### config.mk
export PLATFORM = sky130hd
export DESIGN_NAME = imu_decimate_bias_iir
export DESIGN_NICKNAME = d
export VERILOG_FILES = /design/src/sv/imu_dbi_pkg.sv /design/src/sv/imu_dbi_front.sv /design/src/sv/imu_dbi_fifo.sv /design/src/sv/imu_dbi_back.sv /design/src/sv/imu_decimate_bias_iir.sv
export SDC_FILE = /design/constraint.sdc
export NUM_CORES = 2
export LEC_CHECK = 0
export BUFFER_PORTS_ARGS = -buffer_cell sky130_fd_sc_hd__buf_2
export CAP_MARGIN = 0
export CORE_UTILIZATION = 68
export DETAILED_ROUTE_END_ITERATION = 16
export GPL_TIMING_DRIVEN = 0
export HOLD_SLACK_MARGIN = 0.03
export MAX_ROUTING_LAYER = met4
export PLACE_DENSITY = 0.92
export SLEW_MARGIN = 10
export SYNTH_ARGS = -nofsm -noshare
export SYNTH_HDL_FRONTEND = slang
export SYNTH_SLANG_ARGS = --single-unit
export TNS_END_PERCENT = 50
### constraint.sdc
create_clock -name clk -period 36 [get_ports clk]
set_input_delay 7.2 -clock clk [delete_from_list [all_inputs] [get_ports clk]]
set_output_delay 7.2 -clock clk [all_outputs]
set_load 0.01 [all_outputs]
### src/sv/imu_dbi_pkg.sv
// ----------------------------------------------------------------------------
// imu_dbi_pkg
// Shared types and constants of the IMU decimator with bias removal and IIR.
// ----------------------------------------------------------------------------
package imu_dbi_pkg;

	localparam logic CMD_SAMPLE  = 1'b0;
	localparam logic CMD_PROCESS = 1'b1;

	typedef enum logic [2:0] {
		CFG_GYRO_BIAS_X   = 3'd0,
		CFG_GYRO_BIAS_Y   = 3'd1,
		CFG_GYRO_BIAS_Z   = 3'd2,
		CFG_GYRO_FS       = 3'd3,
		CFG_ACCEL_FS      = 3'd4
	} cfg_idx_t;

	localparam logic [11:0] GYRO_FS_RESET  = 12'd2000;
	localparam logic [6:0]  ACCEL_FS_RESET = 7'd16;

	// y = (COEF_OLD*y + COEF_NEW*x + ROUND_HALF) >> 16
	localparam logic signed [16:0] COEF_NEW   = 17'sd62259;
	localparam logic signed [16:0] COEF_OLD   = 17'sd3277;
	localparam logic signed [48:0] ROUND_HALF = 49'sd32768;

	// 25 degrees in Q16.16
	localparam logic signed [31:0] TEMP_OFFSET = 32'sd1638400;

	typedef struct packed {
		logic              cmd;
		logic signed [15:0] temp_raw;
		logic signed [15:0] gyro_x_raw;
		logic signed [15:0] gyro_y_raw;
		logic signed [15:0] gyro_z_raw;
		logic signed [15:0] accel_x_raw;
		logic signed [15:0] accel_y_raw;
		logic signed [15:0] accel_z_raw;
	} in_item_t;

	typedef struct packed {
		logic signed [31:0] gyro_x_filt;
		logic signed [31:0] gyro_y_filt;
		logic signed [31:0] gyro_z_filt;
		logic signed [31:0] accel_x_filt;
		logic signed [31:0] accel_y_filt;
		logic signed [31:0] accel_z_filt;
		logic signed [31:0] temp_celsius;
		logic              overrun;
	} out_item_t;

	typedef struct packed {
		logic full;
		logic empty;
		logic dropped;
	} front_status_t;

endpackage

### src/sv/imu_dbi_front.sv
// ----------------------------------------------------------------------------
// imu_dbi_front
// Accumulates raw samples and hands a snapshot of a period to the queue.
// ----------------------------------------------------------------------------
module imu_dbi_front #(
	parameter int MAX_SAMPLES = 64,
	parameter int SW = 23,
	parameter int CW = 7
) (
	input  logic                    clk,
	input  logic                    arst_n,
	input  logic                    sample_valid,
	output logic                    sample_stall,
	input  imu_dbi_pkg::in_item_t   sample,
	input  logic                    q_full,
	output logic                    q_push,
	output logic [7*SW+CW:0]        q_data,
	output imu_dbi_pkg::front_status_t status
);

	logic signed [SW-1:0] sum_q [7];
	logic signed [15:0]   raw [7];
	logic [CW-1:0]        count_q;
	logic                 dropped_q;
	logic                 accept;
	logic                 is_full;

	assign raw[0] = sample.temp_raw;
	assign raw[1] = sample.gyro_x_raw;
	assign raw[2] = sample.gyro_y_raw;
	assign raw[3] = sample.gyro_z_raw;
	assign raw[4] = sample.accel_x_raw;
	assign raw[5] = sample.accel_y_raw;
	assign raw[6] = sample.accel_z_raw;

	assign sample_stall = (sample.cmd == imu_dbi_pkg::CMD_PROCESS) && q_full;
	assign accept       = sample_valid && !sample_stall;
	assign is_full      = (count_q == CW'(MAX_SAMPLES));
	assign q_push       = accept && (sample.cmd == imu_dbi_pkg::CMD_PROCESS) && (count_q != '0);

	always_comb begin
		q_data = '0;
		for (int i = 0; i < 7; i++) begin
			q_data[i*SW +: SW] = sum_q[i];
		end
		q_data[7*SW +: CW] = count_q;
		q_data[7*SW+CW]    = dropped_q;
	end

	assign status = '{full: is_full, empty: (count_q == '0), dropped: dropped_q};

	always_ff @(posedge clk or negedge arst_n) begin
		if (!arst_n) begin
			for (int i = 0; i < 7; i++) begin
				sum_q[i] <= '0;
			end
			count_q   <= '0;
			dropped_q <= 1'b0;
		end else if (q_push) begin
			for (int i = 0; i < 7; i++) begin
				sum_q[i] <= '0;
			end
			count_q   <= '0;
			dropped_q <= 1'b0;
		end else if (accept && sample.cmd == imu_dbi_pkg::CMD_SAMPLE) begin
			if (is_full) begin
				dropped_q <= 1'b1;
			end else begin
				for (int i = 0; i < 7; i++) begin
					sum_q[i] <= sum_q[i] + {{(SW-16){raw[i][15]}}, raw[i]};
				end
				count_q <= count_q + CW'(1);
			end
		end
	end

endmodule

### src/sv/imu_dbi_fifo.sv
// ----------------------------------------------------------------------------
// imu_dbi_fifo
// Two-entry queue of period snapshots between front and back.
// ----------------------------------------------------------------------------
module imu_dbi_fifo #(
	parameter int W = 8
) (
	input  logic         clk,
	input  logic         arst_n,
	input  logic         push,
	input  logic [W-1:0] wdata,
	input  logic         pop,
	output logic [W-1:0] rdata,
	output logic         full,
	output logic         empty
);

	logic [W-1:0] mem_q [2];
	logic         wr_q;
	logic         rd_q;
	logic [1:0]   cnt_q;

	assign rdata = mem_q[rd_q];
	assign full  = (cnt_q == 2'd2);
	assign empty = (cnt_q == 2'd0);

	always_ff @(posedge clk) begin
		if (push) begin
			mem_q[wr_q] <= wdata;
		end
	end

	always_ff @(posedge clk or negedge arst_n) begin
		if (!arst_n) begin
			wr_q  <= 1'b0;
			rd_q  <= 1'b0;
			cnt_q <= 2'd0;
		end else begin
			if (push) begin
				wr_q <= !wr_q;
			end
			if (pop) begin
				rd_q <= !rd_q;
			end
			cnt_q <= cnt_q + {1'b0, push} - {1'b0, pop};
		end
	end

endmodule

### src/sv/imu_dbi_back.sv
// ----------------------------------------------------------------------------
// imu_dbi_back
// Divides, scales, removes bias and filters one snapshot, then emits it.
// ----------------------------------------------------------------------------
module imu_dbi_back #(
	parameter int SW = 23,
	parameter int CW = 7
) (
	input  logic                           clk,
	input  logic                           arst_n,
	input  logic                           q_empty,
	input  logic [7*SW+CW:0]               q_data,
	output logic                           q_pop,
	input  logic signed [2:0][31:0]        gyro_bias,
	input  logic [11:0]                    gyro_fs,
	input  logic [6:0]                     accel_fs,
	output logic                           result_valid,
	input  logic                           result_stall,
	output imu_dbi_pkg::out_item_t         result
);

	localparam int BW = $clog2(SW);

	typedef enum logic [2:0] {
		S_IDLE, S_START, S_DIV, S_MUL, S_FILT, S_EMIT
	} state_t;

	state_t               state_q;
	logic signed [SW-1:0] sums_q [7];
	logic [CW-1:0]        cnt_q;
	logic                 drop_q;
	logic [2:0]           ch_q;
	logic [CW-1:0]        rem_q;
	logic [SW-1:0]        quot_q;
	logic [BW-1:0]        bit_q;
	logic                 neg_q;
	logic signed [31:0]   temp_q;
	logic signed [31:0]   scaled_q;
	logic signed [31:0]   filt_q [6];

	logic [2:0]           ch_m1;
	logic [CW:0]          trial;
	logic                 ge;
	logic signed [16:0]   avg;
	logic [11:0]          fs;
	logic signed [29:0]   prod;
	logic signed [31:0]   bias;
	logic signed [33:0]   diff;
	logic signed [48:0]   acc;
	logic signed [31:0]   sat_scaled;
	logic signed [31:0]   sat_filt;
	logic signed [SW-1:0] cur_sum;

	assign ch_m1   = ch_q - 3'd1;
	assign cur_sum = sums_q[ch_q];
	assign trial   = {rem_q, quot_q[SW-1]};
	assign ge      = (trial >= {1'b0, cnt_q});
	assign avg     = neg_q ? -$signed({1'b0, quot_q[15:0]}) : $signed({1'b0, quot_q[15:0]});
	assign fs      = (ch_q <= 3'd3) ? gyro_fs : {5'd0, accel_fs};
	assign prod    = avg * $signed({1'b0, fs});
	assign bias    = (ch_q <= 3'd3) ? gyro_bias[ch_m1[1:0]] : 32'sd0;
	assign diff    = {{3{prod[29]}}, prod, 1'b0} - {{2{bias[31]}}, bias};
	assign acc     = filt_q[ch_m1] * imu_dbi_pkg::COEF_OLD
	               + scaled_q * imu_dbi_pkg::COEF_NEW + imu_dbi_pkg::ROUND_HALF;

	always_comb begin
		if (diff[33:31] == 3'b000 || diff[33:31] == 3'b111) begin
			sat_scaled = diff[31:0];
		end else begin
			sat_scaled = diff[33] ? 32'sh8000_0000 : 32'sh7FFF_FFFF;
		end
		if (acc[48:47] == 2'b00 || acc[48:47] == 2'b11) begin
			sat_filt = acc[47:16];
		end else begin
			sat_filt = acc[48] ? 32'sh8000_0000 : 32'sh7FFF_FFFF;
		end
	end

	assign q_pop = (state_q == S_IDLE) && !q_empty;

	always_ff @(posedge clk or negedge arst_n) begin
		if (!arst_n) begin
			state_q      <= S_IDLE;
			result_valid <= 1'b0;
			for (int i = 0; i < 6; i++) begin
				filt_q[i] <= '0;
			end
		end else begin
			// the emit step reloads the output itself when the old one leaves
			if (result_valid && !result_stall && state_q != S_EMIT) begin
				result_valid <= 1'b0;
			end
			case (state_q)
				S_IDLE: begin
					if (!q_empty) begin
						for (int i = 0; i < 7; i++) begin
							sums_q[i] <= q_data[i*SW +: SW];
						end
						cnt_q   <= q_data[7*SW +: CW];
						drop_q  <= q_data[7*SW+CW];
						ch_q    <= 3'd0;
						state_q <= S_START;
					end
				end
				S_START: begin
					neg_q   <= cur_sum[SW-1];
					quot_q  <= cur_sum[SW-1] ? -cur_sum : cur_sum;
					rem_q   <= '0;
					bit_q   <= '0;
					state_q <= S_DIV;
				end
				S_DIV: begin
					rem_q  <= ge ? CW'(trial - {1'b0, cnt_q}) : trial[CW-1:0];
					quot_q <= {quot_q[SW-2:0], ge};
					bit_q  <= bit_q + BW'(1);
					if (bit_q == BW'(SW-1)) begin
						state_q <= S_MUL;
					end
				end
				S_MUL: begin
					if (ch_q == 3'd0) begin
						temp_q  <= imu_dbi_pkg::TEMP_OFFSET + {{7{avg[16]}}, avg, 8'd0};
						ch_q    <= 3'd1;
						state_q <= S_START;
					end else begin
						scaled_q <= sat_scaled;
						state_q  <= S_FILT;
					end
				end
				S_FILT: begin
					filt_q[ch_m1] <= sat_filt;
					if (ch_q == 3'd6) begin
						state_q <= S_EMIT;
					end else begin
						ch_q    <= ch_q + 3'd1;
						state_q <= S_START;
					end
				end
				S_EMIT: begin
					if (!result_valid || !result_stall) begin
						result.gyro_x_filt  <= filt_q[0];
						result.gyro_y_filt  <= filt_q[1];
						result.gyro_z_filt  <= filt_q[2];
						result.accel_x_filt <= filt_q[3];
						result.accel_y_filt <= filt_q[4];
						result.accel_z_filt <= filt_q[5];
						result.temp_celsius <= temp_q;
						result.overrun      <= drop_q;
						result_valid        <= 1'b1;
						state_q             <= S_IDLE;
					end
				end
				default: begin
					state_q <= S_IDLE;
				end
			endcase
		end
	end

endmodule

### src/sv/imu_decimate_bias_iir.sv
// ----------------------------------------------------------------------------
// imu_decimate_bias_iir
// Boxcar decimator for IMU samples with gyro bias removal and IIR smoothing.
// ----------------------------------------------------------------------------
// Use: drive sample items on sample/sample_valid; a transfer happens when
// sample_valid is high and sample_stall is low. A sample item (cmd 0) is
// taken and added into seven accumulators; past MAX_SAMPLES samples are
// dropped and the overrun flag is set. A process item (cmd 1) with a
// nonzero count hands a snapshot of the period to a two-entry queue and
// clears the accumulators in the same cycle, so sampling continues while
// the back end works. sample_stall rises only for a process item while
// the queue is full.
// The back end takes one snapshot at a time: per channel a one-bit-a-cycle
// restoring divider on SW-bit sums (SW = 17 + clog2(MAX_SAMPLES)), then
// scale and filter steps; the temperature channel is not filtered.
// The result sits in an output register; while result_stall is high it
// holds and the back end waits in its emit step.
// Reset clears accumulators, count, overrun flag, filter state and the queue;
// biases go to zero and full scales to 2000 dps and 16 g. Configuration
// writes (cfg_ready is always high) are the user's to keep to idle; unchecked.
// ----------------------------------------------------------------------------
module imu_decimate_bias_iir #(
	parameter int MAX_SAMPLES = 64
) (
	input  logic                      clk,
	input  logic                      arst_n,
	input  logic                      sample_valid,
	output logic                      sample_stall,
	input  imu_dbi_pkg::in_item_t     sample,
	output logic                      result_valid,
	input  logic                      result_stall,
	output imu_dbi_pkg::out_item_t    result,
	input  logic                      cfg_valid,
	output logic                      cfg_ready,
	input  logic [2:0]                cfg_index,
	input  logic [31:0]               cfg_data
);

	localparam int SW = 17 + $clog2(MAX_SAMPLES);
	localparam int CW = $clog2(MAX_SAMPLES + 1);
	localparam int QW = 7 * SW + CW + 1;

	logic signed [2:0][31:0]     gyro_bias_q;
	logic [11:0]                 gyro_fs_q;
	logic [6:0]                  accel_fs_q;

	logic                        q_push;
	logic                        q_pop;
	logic                        q_full;
	logic                        q_empty;
	logic [QW-1:0]               q_wdata;
	logic [QW-1:0]               q_rdata;
	imu_dbi_pkg::front_status_t  front_st;
	logic                        in_xfer;

	assign cfg_ready = 1'b1;
	assign in_xfer   = sample_valid && !sample_stall;

	// Register file: take a write on every handshake, drop unknown indexes.
	always_ff @(posedge clk or negedge arst_n) begin
		if (!arst_n) begin
			gyro_bias_q <= '0;
			gyro_fs_q   <= imu_dbi_pkg::GYRO_FS_RESET;
			accel_fs_q  <= imu_dbi_pkg::ACCEL_FS_RESET;
		end else if (cfg_valid && cfg_ready) begin
			case (imu_dbi_pkg::cfg_idx_t'(cfg_index))
				imu_dbi_pkg::CFG_GYRO_BIAS_X: gyro_bias_q[0] <= cfg_data;
				imu_dbi_pkg::CFG_GYRO_BIAS_Y: gyro_bias_q[1] <= cfg_data;
				imu_dbi_pkg::CFG_GYRO_BIAS_Z: gyro_bias_q[2] <= cfg_data;
				imu_dbi_pkg::CFG_GYRO_FS:     gyro_fs_q      <= cfg_data[11:0];
				imu_dbi_pkg::CFG_ACCEL_FS:    accel_fs_q     <= cfg_data[6:0];
				default: begin
				end
			endcase
		end
	end

	// Front: accumulate samples, close a period on a process item.
	imu_dbi_front #(
		.MAX_SAMPLES (MAX_SAMPLES),
		.SW          (SW),
		.CW          (CW)
	) u_front (
		.clk          (clk),
		.arst_n       (arst_n),
		.sample_valid (sample_valid),
		.sample_stall (sample_stall),
		.sample       (sample),
		.q_full       (q_full),
		.q_push       (q_push),
		.q_data       (q_wdata),
		.status       (front_st)
	);

	// Queue of closed periods awaiting the back end.
	imu_dbi_fifo #(
		.W (QW)
	) u_fifo (
		.clk    (clk),
		.arst_n (arst_n),
		.push   (q_push),
		.wdata  (q_wdata),
		.pop    (q_pop),
		.rdata  (q_rdata),
		.full   (q_full),
		.empty  (q_empty)
	);

	// Back: divide, scale, remove bias, filter and emit.
	imu_dbi_back #(
		.SW (SW),
		.CW (CW)
	) u_back (
		.clk          (clk),
		.arst_n       (arst_n),
		.q_empty      (q_empty),
		.q_data       (q_rdata),
		.q_pop        (q_pop),
		.gyro_bias    (gyro_bias_q),
		.gyro_fs      (gyro_fs_q),
		.accel_fs     (accel_fs_q),
		.result_valid (result_valid),
		.result_stall (result_stall),
		.result       (result)
	);

	a_no_push_full: assert property (@(posedge clk) disable iff (!arst_n)
		q_push |-> !q_full)
		else $error("snapshot pushed into a full queue");

	a_no_pop_empty: assert property (@(posedge clk) disable iff (!arst_n)
		q_pop |-> !q_empty)
		else $error("snapshot popped from an empty queue");

	a_drop_sets_flag: assert property (@(posedge clk) disable iff (!arst_n)
		(in_xfer && sample.cmd == imu_dbi_pkg::CMD_SAMPLE && front_st.full)
		|=> front_st.dropped)
		else $error("sample dropped without setting overrun");

	a_process_clears: assert property (@(posedge clk) disable iff (!arst_n)
		(in_xfer && sample.cmd == imu_dbi_pkg::CMD_PROCESS && !front_st.empty)
		|=> (front_st.empty && !front_st.dropped))
		else $error("period not cleared after process transfer");

endmodule
## After elaboration in Yosys (flattened, before gate mapping)

Memories as Yosys holds them, arrays and structs flattened. A register that Yosys moved wholly into a read port is not among the register bits.
Index checks and enable logic that the tools add are counted.

| word-level totals | value |
|---|---|
| word-level logic and storage cells | 191 |
| memories kept | 2 |
| input bits | 153 |
| bits in writable memories | 499 |
| register bits | 820 |

Memories:

| memory | depth | bits a word | read ports | clocked after Yosys merged registers in | wr ports | RTL line | source |
|---|---|---|---|---|---|---|---|
| u_fifo.mem_q | 2 | 169 | 1 | 0 | 1 | imu_dbi_fifo.sv:18 | `logic [W-1:0] mem_q [2];` |
| u_back.sums_q | 7 | 23 | 1 | 1 | 7 | imu_dbi_back.sv:29 | `logic signed [SW-1:0] sums_q [7];` |

| operators by class | value |
|---|---|
| eq/ne operators | 22 |
| multiplexer cells | 48 |
| add/subtract/negate cells | 20 |
| magnitude comparators | 5 |
| reductions and logical operators | 45 |
| bitwise operators | 4 |
| multipliers | 3 |

Operators with widths:

| cell | count |
|---|---|
| $mux 161 | 3 |
| $mux 32 | 9 |
| $bwmux 192 | 1 |
| $add 23x23->23 | 7 |
| $bmux 32 s3 | 1 |
| $demux 32 s3 | 1 |
| $bmux 32 s2 | 1 |
| $add 49x17->49 const B | 1 |
| $add 49x49->49 | 1 |
| $mul 32x17->49 const B | 1 |
| $pmux 23 s2 | 1 |
| $mul 32x13->45 const B | 1 |
| $sub 31x32->33 | 1 |
| $mul 17x13->30 | 1 |
| $mux 7 | 4 |
| $mux 3 | 9 |
| $add 22x25->26 const A | 1 |
| $mux 23 | 1 |
| $neg 23->23 | 1 |
| $pmux 3 s6 | 1 |
| $reduce_and 2->1 | 9 |
| $mux 17 | 1 |
| $neg 16->17 | 1 |
| $eq 3x3->1 const B | 5 |
| other kinds (37) | 84 |

## Depth between registers and ports, before layout

| depth | value |
|---|---|
| word-level depth | 12 |
| depth in mapped cells | 54 |
| depth with buffers taken out | 47 |

## By module

A second synthesis with hierarchy kept.

| second synthesis, totals | value |
|---|---|
| cells, all modules | 7434 |
| area total of the unflattened synthesis | 85797.3 µm² |

Modules (own cells, without submodules):

| module | instances | cells an instance | area an instance (µm²) | sequential area each (µm²) |
|---|---|---|---|---|
| imu_dbi_back | 1 | 5012 | 54725.0 | 19048.3 |
| imu_dbi_front | 1 | 1631 | 13898.3 | 4229.1 |
| imu_dbi_fifo | 1 | 541 | 12794.8 | 10249.8 |
| imu_decimate_bias_iir | 1 | 250 | 4379.2 | 2886.5 |

## Worst setup path after synthesis

OpenSTA, ideal clock, no wires.

| timing path | value |
|---|---|
| path kind | in2reg |
| from | input port arst_n |
| to | register, netlist name u_back.result[0] |
| path slack | 12366 ps |
| data required time | 34916 ps |
| stages on the path | 2 |
| path buffers | 0 |
| data arrival time | 22551 ps |
| cell sequence | nand2_1 > nor3b_1 |

| between the ends | value |
|---|---|
| cells in the longest elaborated chain, start to end | 1 |

Ends and longest elaborated chain:

| what | RTL line | source |
|---|---|---|
| from (decl) | imu_decimate_bias_iir.sv:26 | `input logic arst_n,` |
| $reduce_and 3->1 (no source line) | -- |  |

Every way passes these cells.
A chain may end at the register's enable or synchronous reset.

## Final worst setup path

| timing path | value |
|---|---|
| from | register u_back.ch_q[0] |
| to | register u_back.filt_q[108] (netlist bit) |

| between the ends | value |
|---|---|
| cells in the longest elaborated chain, start to end | 12 |
| elaborated cells between the ends (all ways) | 19 |

Ends and longest elaborated chain:

| what | RTL line | source |
|---|---|---|
| from (decl) | imu_dbi_back.sv:32 | `logic [2:0] ch_q;` |
| from (signal assigned) | imu_dbi_back.sv:135 | `ch_q <= ch_q + 3'd1;` |
| $sub 3x1->3 * | imu_dbi_back.sv:54 | `assign ch_m1 = ch_q - 3'd1;` |
| $not 3->4 (implied by the code) * | imu_dbi_back.sv:63, imu_dbi_back.sv:131 |  |
| $bmux 32 s3 | imu_dbi_back.sv:63 | `assign acc = filt_q[ch_m1] * imu_dbi_pkg::COEF_OLD` |
| $mux 32 (implied by the code) (2 in series) | imu_dbi_back.sv:63 |  |
| $mul 32x13->45 | imu_dbi_back.sv:63 |  |
| $add 49x49->49 | imu_dbi_back.sv:64 | `+ scaled_q * imu_dbi_pkg::COEF_NEW + imu_dbi_pkg::ROUND_HALF;` |
| $add 49x17->49 | imu_dbi_back.sv:64 |  |
| $eq 2x2->1 or $logic_not 2->1 (tied branches) | imu_dbi_back.sv:72 | `if (acc[48:47] == 2'b00 \|\| acc[48:47] == 2'b11) begin` |
| $logic_or 1x1->1 | imu_dbi_back.sv:72 |  |
| $mux 32 | imu_dbi_back.sv:72 |  |
| $bwmux 192 * | imu_dbi_back.sv:131 | `filt_q[ch_m1] <= sat_filt;` |
| to (signal, indexed assignment) | imu_dbi_back.sv:131 |  |
| to (decl) | imu_dbi_back.sv:39 | `logic signed [31:0] filt_q [6];` |

Mark *: on every way between the ends. The rest lies on a longest branch, timed or not. The select of a mux whose other input is x is not followed.

==> flow_summary_export.csv <==
group,metric,value,unit
route,wl,242600,microns
logic_synthesis,synth_simple_gate_area_share,7.581,%
logic_synthesis,yosys_register_bits,1294,
critical_path,worst_r2r_path_depth,50,
placed_design,post-place-cells,9345,
grt,globalRouteTotalUtil,40.47,%
logic_synthesis,yosys.area_share.xor_xnor,3.531,%
sta,report.final.setup_viol,0,
layout,multiInputGateArea,43010,sq um
clock_network,cts_max_level,4,
logic_synthesis,synth_top_family_by_area,"adder cells",
grt,antenna_found_initial,20,
placed_design,place_worst_setup_slack,17.83,ns
layout,num-nets-final,9244,
route,drt-initial-drc-count,7574,
critical_path,worst-endpoint-required,36.51,ns
layout,fillCellCount,7171,
route,detail_route.first_pass.iterations,13,
run,cap_viol_max_count,0,
hold_path,number_of_stages_on_the_worst_hold_path,0,
logic_synthesis,synth-async-reset-ratio,37.40,%
critical_path,timing.critical_path.slowest_cell_delay,0.88,ns
layout,final_design_area_no_fill,93530,sq um
layout,fin_cells,9610,
logic_synthesis,synth-edff-count,807,
logic_synthesis,synth_flop_cell,"sky130_fd_sc_hd__edfxtp_1",
logic_synthesis,synth_sequential_area_ratio,43.25,%
clock_network,cts_buffers,132,
logic_synthesis,synth-warning-count,0,
sta,worst_clock_skew,0.07995,ns
grt,grt_overflow_total,0,
grt,global_route_wire_length_before_repair,369700,microns
sta,fmaxAchievable,0.05201,GHz
floorplan,initial_core_util,68.81,%
logic_synthesis,synth.distinct_cells,89,
critical_path,slowest_stage,"sky130_fd_sc_hd__clkbuf_1",
logic_synthesis,synth-compound-area-share,9.075,%
critical_path,timing.critical_path.to_type,"register",
critical_path,setup.worst_path.start_class,"register",
floorplan,boundaryPins,381,
sta,worst-slew-pin-transition,1.390,ns
grt,global_route.usage.met2,63.41,%
clock_network,insertion_delay_to_the_later_sink_of_the_worst_skew_pair,0.83,ns
layout,synthToLayoutAreaGrowth,11.10,%
logic_synthesis,netlist_instances,7301,
floorplan,coreArea,122400,sq um
clock_network,post_cts.resized_instances,0,
grt,met1_usage,46.55,%
sta,post-route-worst-setup-slack,16.77,ns
placed_design,placement.io_buffers,371,
sta,whs,0.4182,ns
logic_synthesis,postSynthAreaPerCell,11.53,sq um
route,route.detailed.drc,0,
sta,finalMaxSlewViolations,0,
placed_design,post_dp_cell_area,88810,sq um
layout,drive_above_1_share,13.58,%
clock_network,cts_tree,"built",
route,average_wire_length_per_cell_after_detail_routing,25.24,microns
sta,max-slew-margin-rel,7.327,%
clock_network,cts_root_buf,"sky130_fd_sc_hd__clkbuf_16",
logic_synthesis,muxShareOfSynthArea,6.704,%
route,post_drt_via_cell_ratio,6.429,
floorplan,dieHeight,353.9,microns
placed_design,routability_congestion_estimate_from_global_placement,1.009,
clock_network,cts.repair_timing.setup_buffer_count,0,
critical_path,cp_class,"register to register",
grt,grt-busiest-layer,"met2",
status,run_status,"finished clean",
route,ant_nets,0,
clock_network,clk_path_buf_depth,3,
floorplan,placementRows,128,
floorplan,fp.dieW,353.9,microns
sta,finalCritPeriodShare,53.41,%
clock_network,cts_num_sinks,1294,
placed_design,post-dp-hpwl,173400,microns
sta,rsz0062_at_grt,"false",
grt,vias_in_the_first_global_route,63600,
layout,register_cell_area_after_layout,36410,sq um
grt,groute.layer.met3.usage,9.536,%
hold_path,worstHoldPathType,"register to register",
logic_synthesis,synth-adder-area-share,24.11,%
sta,final.min_clock_period,19.23,ns
critical_path,worst-path-max-fanout,12,
sta,hold_viol,0,
clock_network,clkTransAtPathRegs,0.07,ns
grt,grt_start_max_net_pins,117,
clock_network,cts_hold_buffers,0,
critical_path,cp_data_arrival_time,19.74,ns
route,route.vias.total,61780,
logic_synthesis,mappedNetlistArea,84190,sq um
floorplan,fp.dieArea,125200,sq um
critical_path,reg2reg_slack,16.77,ns
## cell families after synthesis
family | count (synthesis)
and+or+nand+nor | 1458
DFF | 1294
buffers and inverters | 1258
adders and majority gates | 1245
AOI/OAI and AO/OA | 1243
muxes | 464
xor gates and xnor gates | 337
other | 2
## placed cells by master, fill, tap and decap left out, types with 42 or more instances in the layout
cell and count:
sky130_fd_sc_hd__xnor2_1 168, sky130_fd_sc_hd__fa_1 631, sky130_fd_sc_hd__clkbuf_1 196, sky130_fd_sc_hd__ha_1 606
sky130_fd_sc_hd__o21ai_0 447, sky130_fd_sc_hd__o21a_1 55, sky130_fd_sc_hd__xor2_1 166, sky130_fd_sc_hd__a22o_1 77
sky130_fd_sc_hd__buf_2 376, sky130_fd_sc_hd__inv_1 1033, sky130_fd_sc_hd__nand2_1 769, sky130_fd_sc_hd__a21oi_1 277
sky130_fd_sc_hd__nor2_1 292, sky130_fd_sc_hd__mux4_2 49, sky130_fd_sc_hd__edfxtp_1 807, sky130_fd_sc_hd__mux2i_1 106
sky130_fd_sc_hd__nand2b_1 42, sky130_fd_sc_hd__nor2b_1 51, sky130_fd_sc_hd__mux2_2 309, sky130_fd_sc_hd__a21o_1 106
sky130_fd_sc_hd__clkbuf_16 134, sky130_fd_sc_hd__dfrtp_1 477, sky130_fd_sc_hd__nand3_1 84
## metrics by stage
stage / setup TNS (ns) / utilization (%)
after floorplan: 0 / -
after global placement: -591.58 / 72.01
after detailed placement: 0 / 72.59
after CTS: 0 / 76.39
after global routing: 0 / 76.44
final: 0 / 76.44
## worst paths after layout
path	startpoint	end
max in group asynchronous	arst_n	u_back.filt_q[172]
worst min-delay path	u_back.temp_q[11]	u_back.result[12]
min in group asynchronous	arst_n	u_front.q_data[81]
worst max-delay path	u_back.ch_q[0]	u_back.filt_q[108]
worst min register to register	u_back.temp_q[11]	u_back.result[12]
worst max register to register	u_back.ch_q[0]	u_back.filt_q[108]
## synth_stat cells (27+ instances only)
| master | instances | share of area (%) |
|---|---|---|
| sky130_fd_sc_hd__mux2_2 | 309 | 4.1 |
| sky130_fd_sc_hd__nand4_1 | 33 | 0.25 |
| sky130_fd_sc_hd__dfrtp_1 | 477 | 14 |
| sky130_fd_sc_hd__edfxtp_1 | 807 | 29 |
| sky130_fd_sc_hd__ha_1 | 606 | 9.0 |
| sky130_fd_sc_hd__clkbuf_1 | 168 | 0.75 |
| sky130_fd_sc_hd__o21bai_1 | 29 | 0.26 |
| sky130_fd_sc_hd__nor3_1 | 38 | 0.23 |
| sky130_fd_sc_hd__nor2b_1 | 51 | 0.38 |
| sky130_fd_sc_hd__nand2_1 | 769 | 3.4 |
| sky130_fd_sc_hd__a21o_1 | 106 | 0.95 |
| sky130_fd_sc_hd__mux4_2 | 49 | 1.3 |
| sky130_fd_sc_hd__o21ai_0 | 447 | 2.7 |
| sky130_fd_sc_hd__xnor2_1 | 168 | 1.7 |
| sky130_fd_sc_hd__a21oi_1 | 277 | 1.6 |
| sky130_fd_sc_hd__o21a_1 | 55 | 0.49 |
| sky130_fd_sc_hd__a22o_1 | 77 | 0.80 |
| sky130_fd_sc_hd__mux2i_1 | 106 | 1.3 |
| sky130_fd_sc_hd__xor2_1 | 167 | 1.7 |
| sky130_fd_sc_hd__a31oi_1 | 39 | 0.29 |
| sky130_fd_sc_hd__and2_1 | 27 | 0.20 |
| sky130_fd_sc_hd__fa_1 | 631 | 15 |
| sky130_fd_sc_hd__o21ai_1 | 41 | 0.24 |
| sky130_fd_sc_hd__nand3_1 | 84 | 0.50 |
| sky130_fd_sc_hd__and3_1 | 29 | 0.22 |
| sky130_fd_sc_hd__inv_1 | 1033 | 4.6 |
| sky130_fd_sc_hd__a211oi_1 | 29 | 0.26 |
| sky130_fd_sc_hd__nand2b_1 | 42 | 0.31 |
| sky130_fd_sc_hd__nor2_1 | 294 | 1.3 |
## per-layer routing
| metal | share of wire, % | routed length, microns |
|---|---|---|
| met5 | 0 | 0 |
| met2 | 48 | 116100 |
| met4 | 8.1 | 19540 |
| met1 | 34 | 82660 |
| met3 | 10 | 24330 |
## area by class of cell
class,count,area share [%]
Antenna cell,19,0.05083
Buffer,217,0.9913
Clock buffer,184,4.004
Clock inverter,62,0.9712
Inverter,1041,4.178
Multi-Input combinational cell,4756,45.99
Sequential cell,1294,38.93
Tap cell,1625,2.174
Timing Repair Buffer,412,2.709
## flip-flops by register name (all words and copies together), names as in the netlist, 7 cells and up, named ones only
register,cells
accel_fs_q,7
gyro_bias_q,96
gyro_fs_q,12
u_back.cnt_q,7
u_back.filt_q,192
u_back.quot_q,23
u_back.rem_q,7
u_back.result,211
u_back.scaled_q,32
u_back.sums_q,161
u_back.temp_q,18
u_fifo.mem_q,338
u_front.count_q,7
u_front.q_data,161
## worst max-delay path: cells and delay by family, from the launching register on
family / cells / cell delay, ns
compound gates: 15 / 5.73
xor+xnor: 2 / 0.97
fa+ha+maj: 14 / 5.92
buf+inv: 11 / 4.15
flops: 1 / 0.66
mux: 1 / 0.18
simple gates: 7 / 1.36
Power is left out: the tool's default activity adds up to more than one toggle a clock period on the data nets, which glitch-free logic cannot reach.
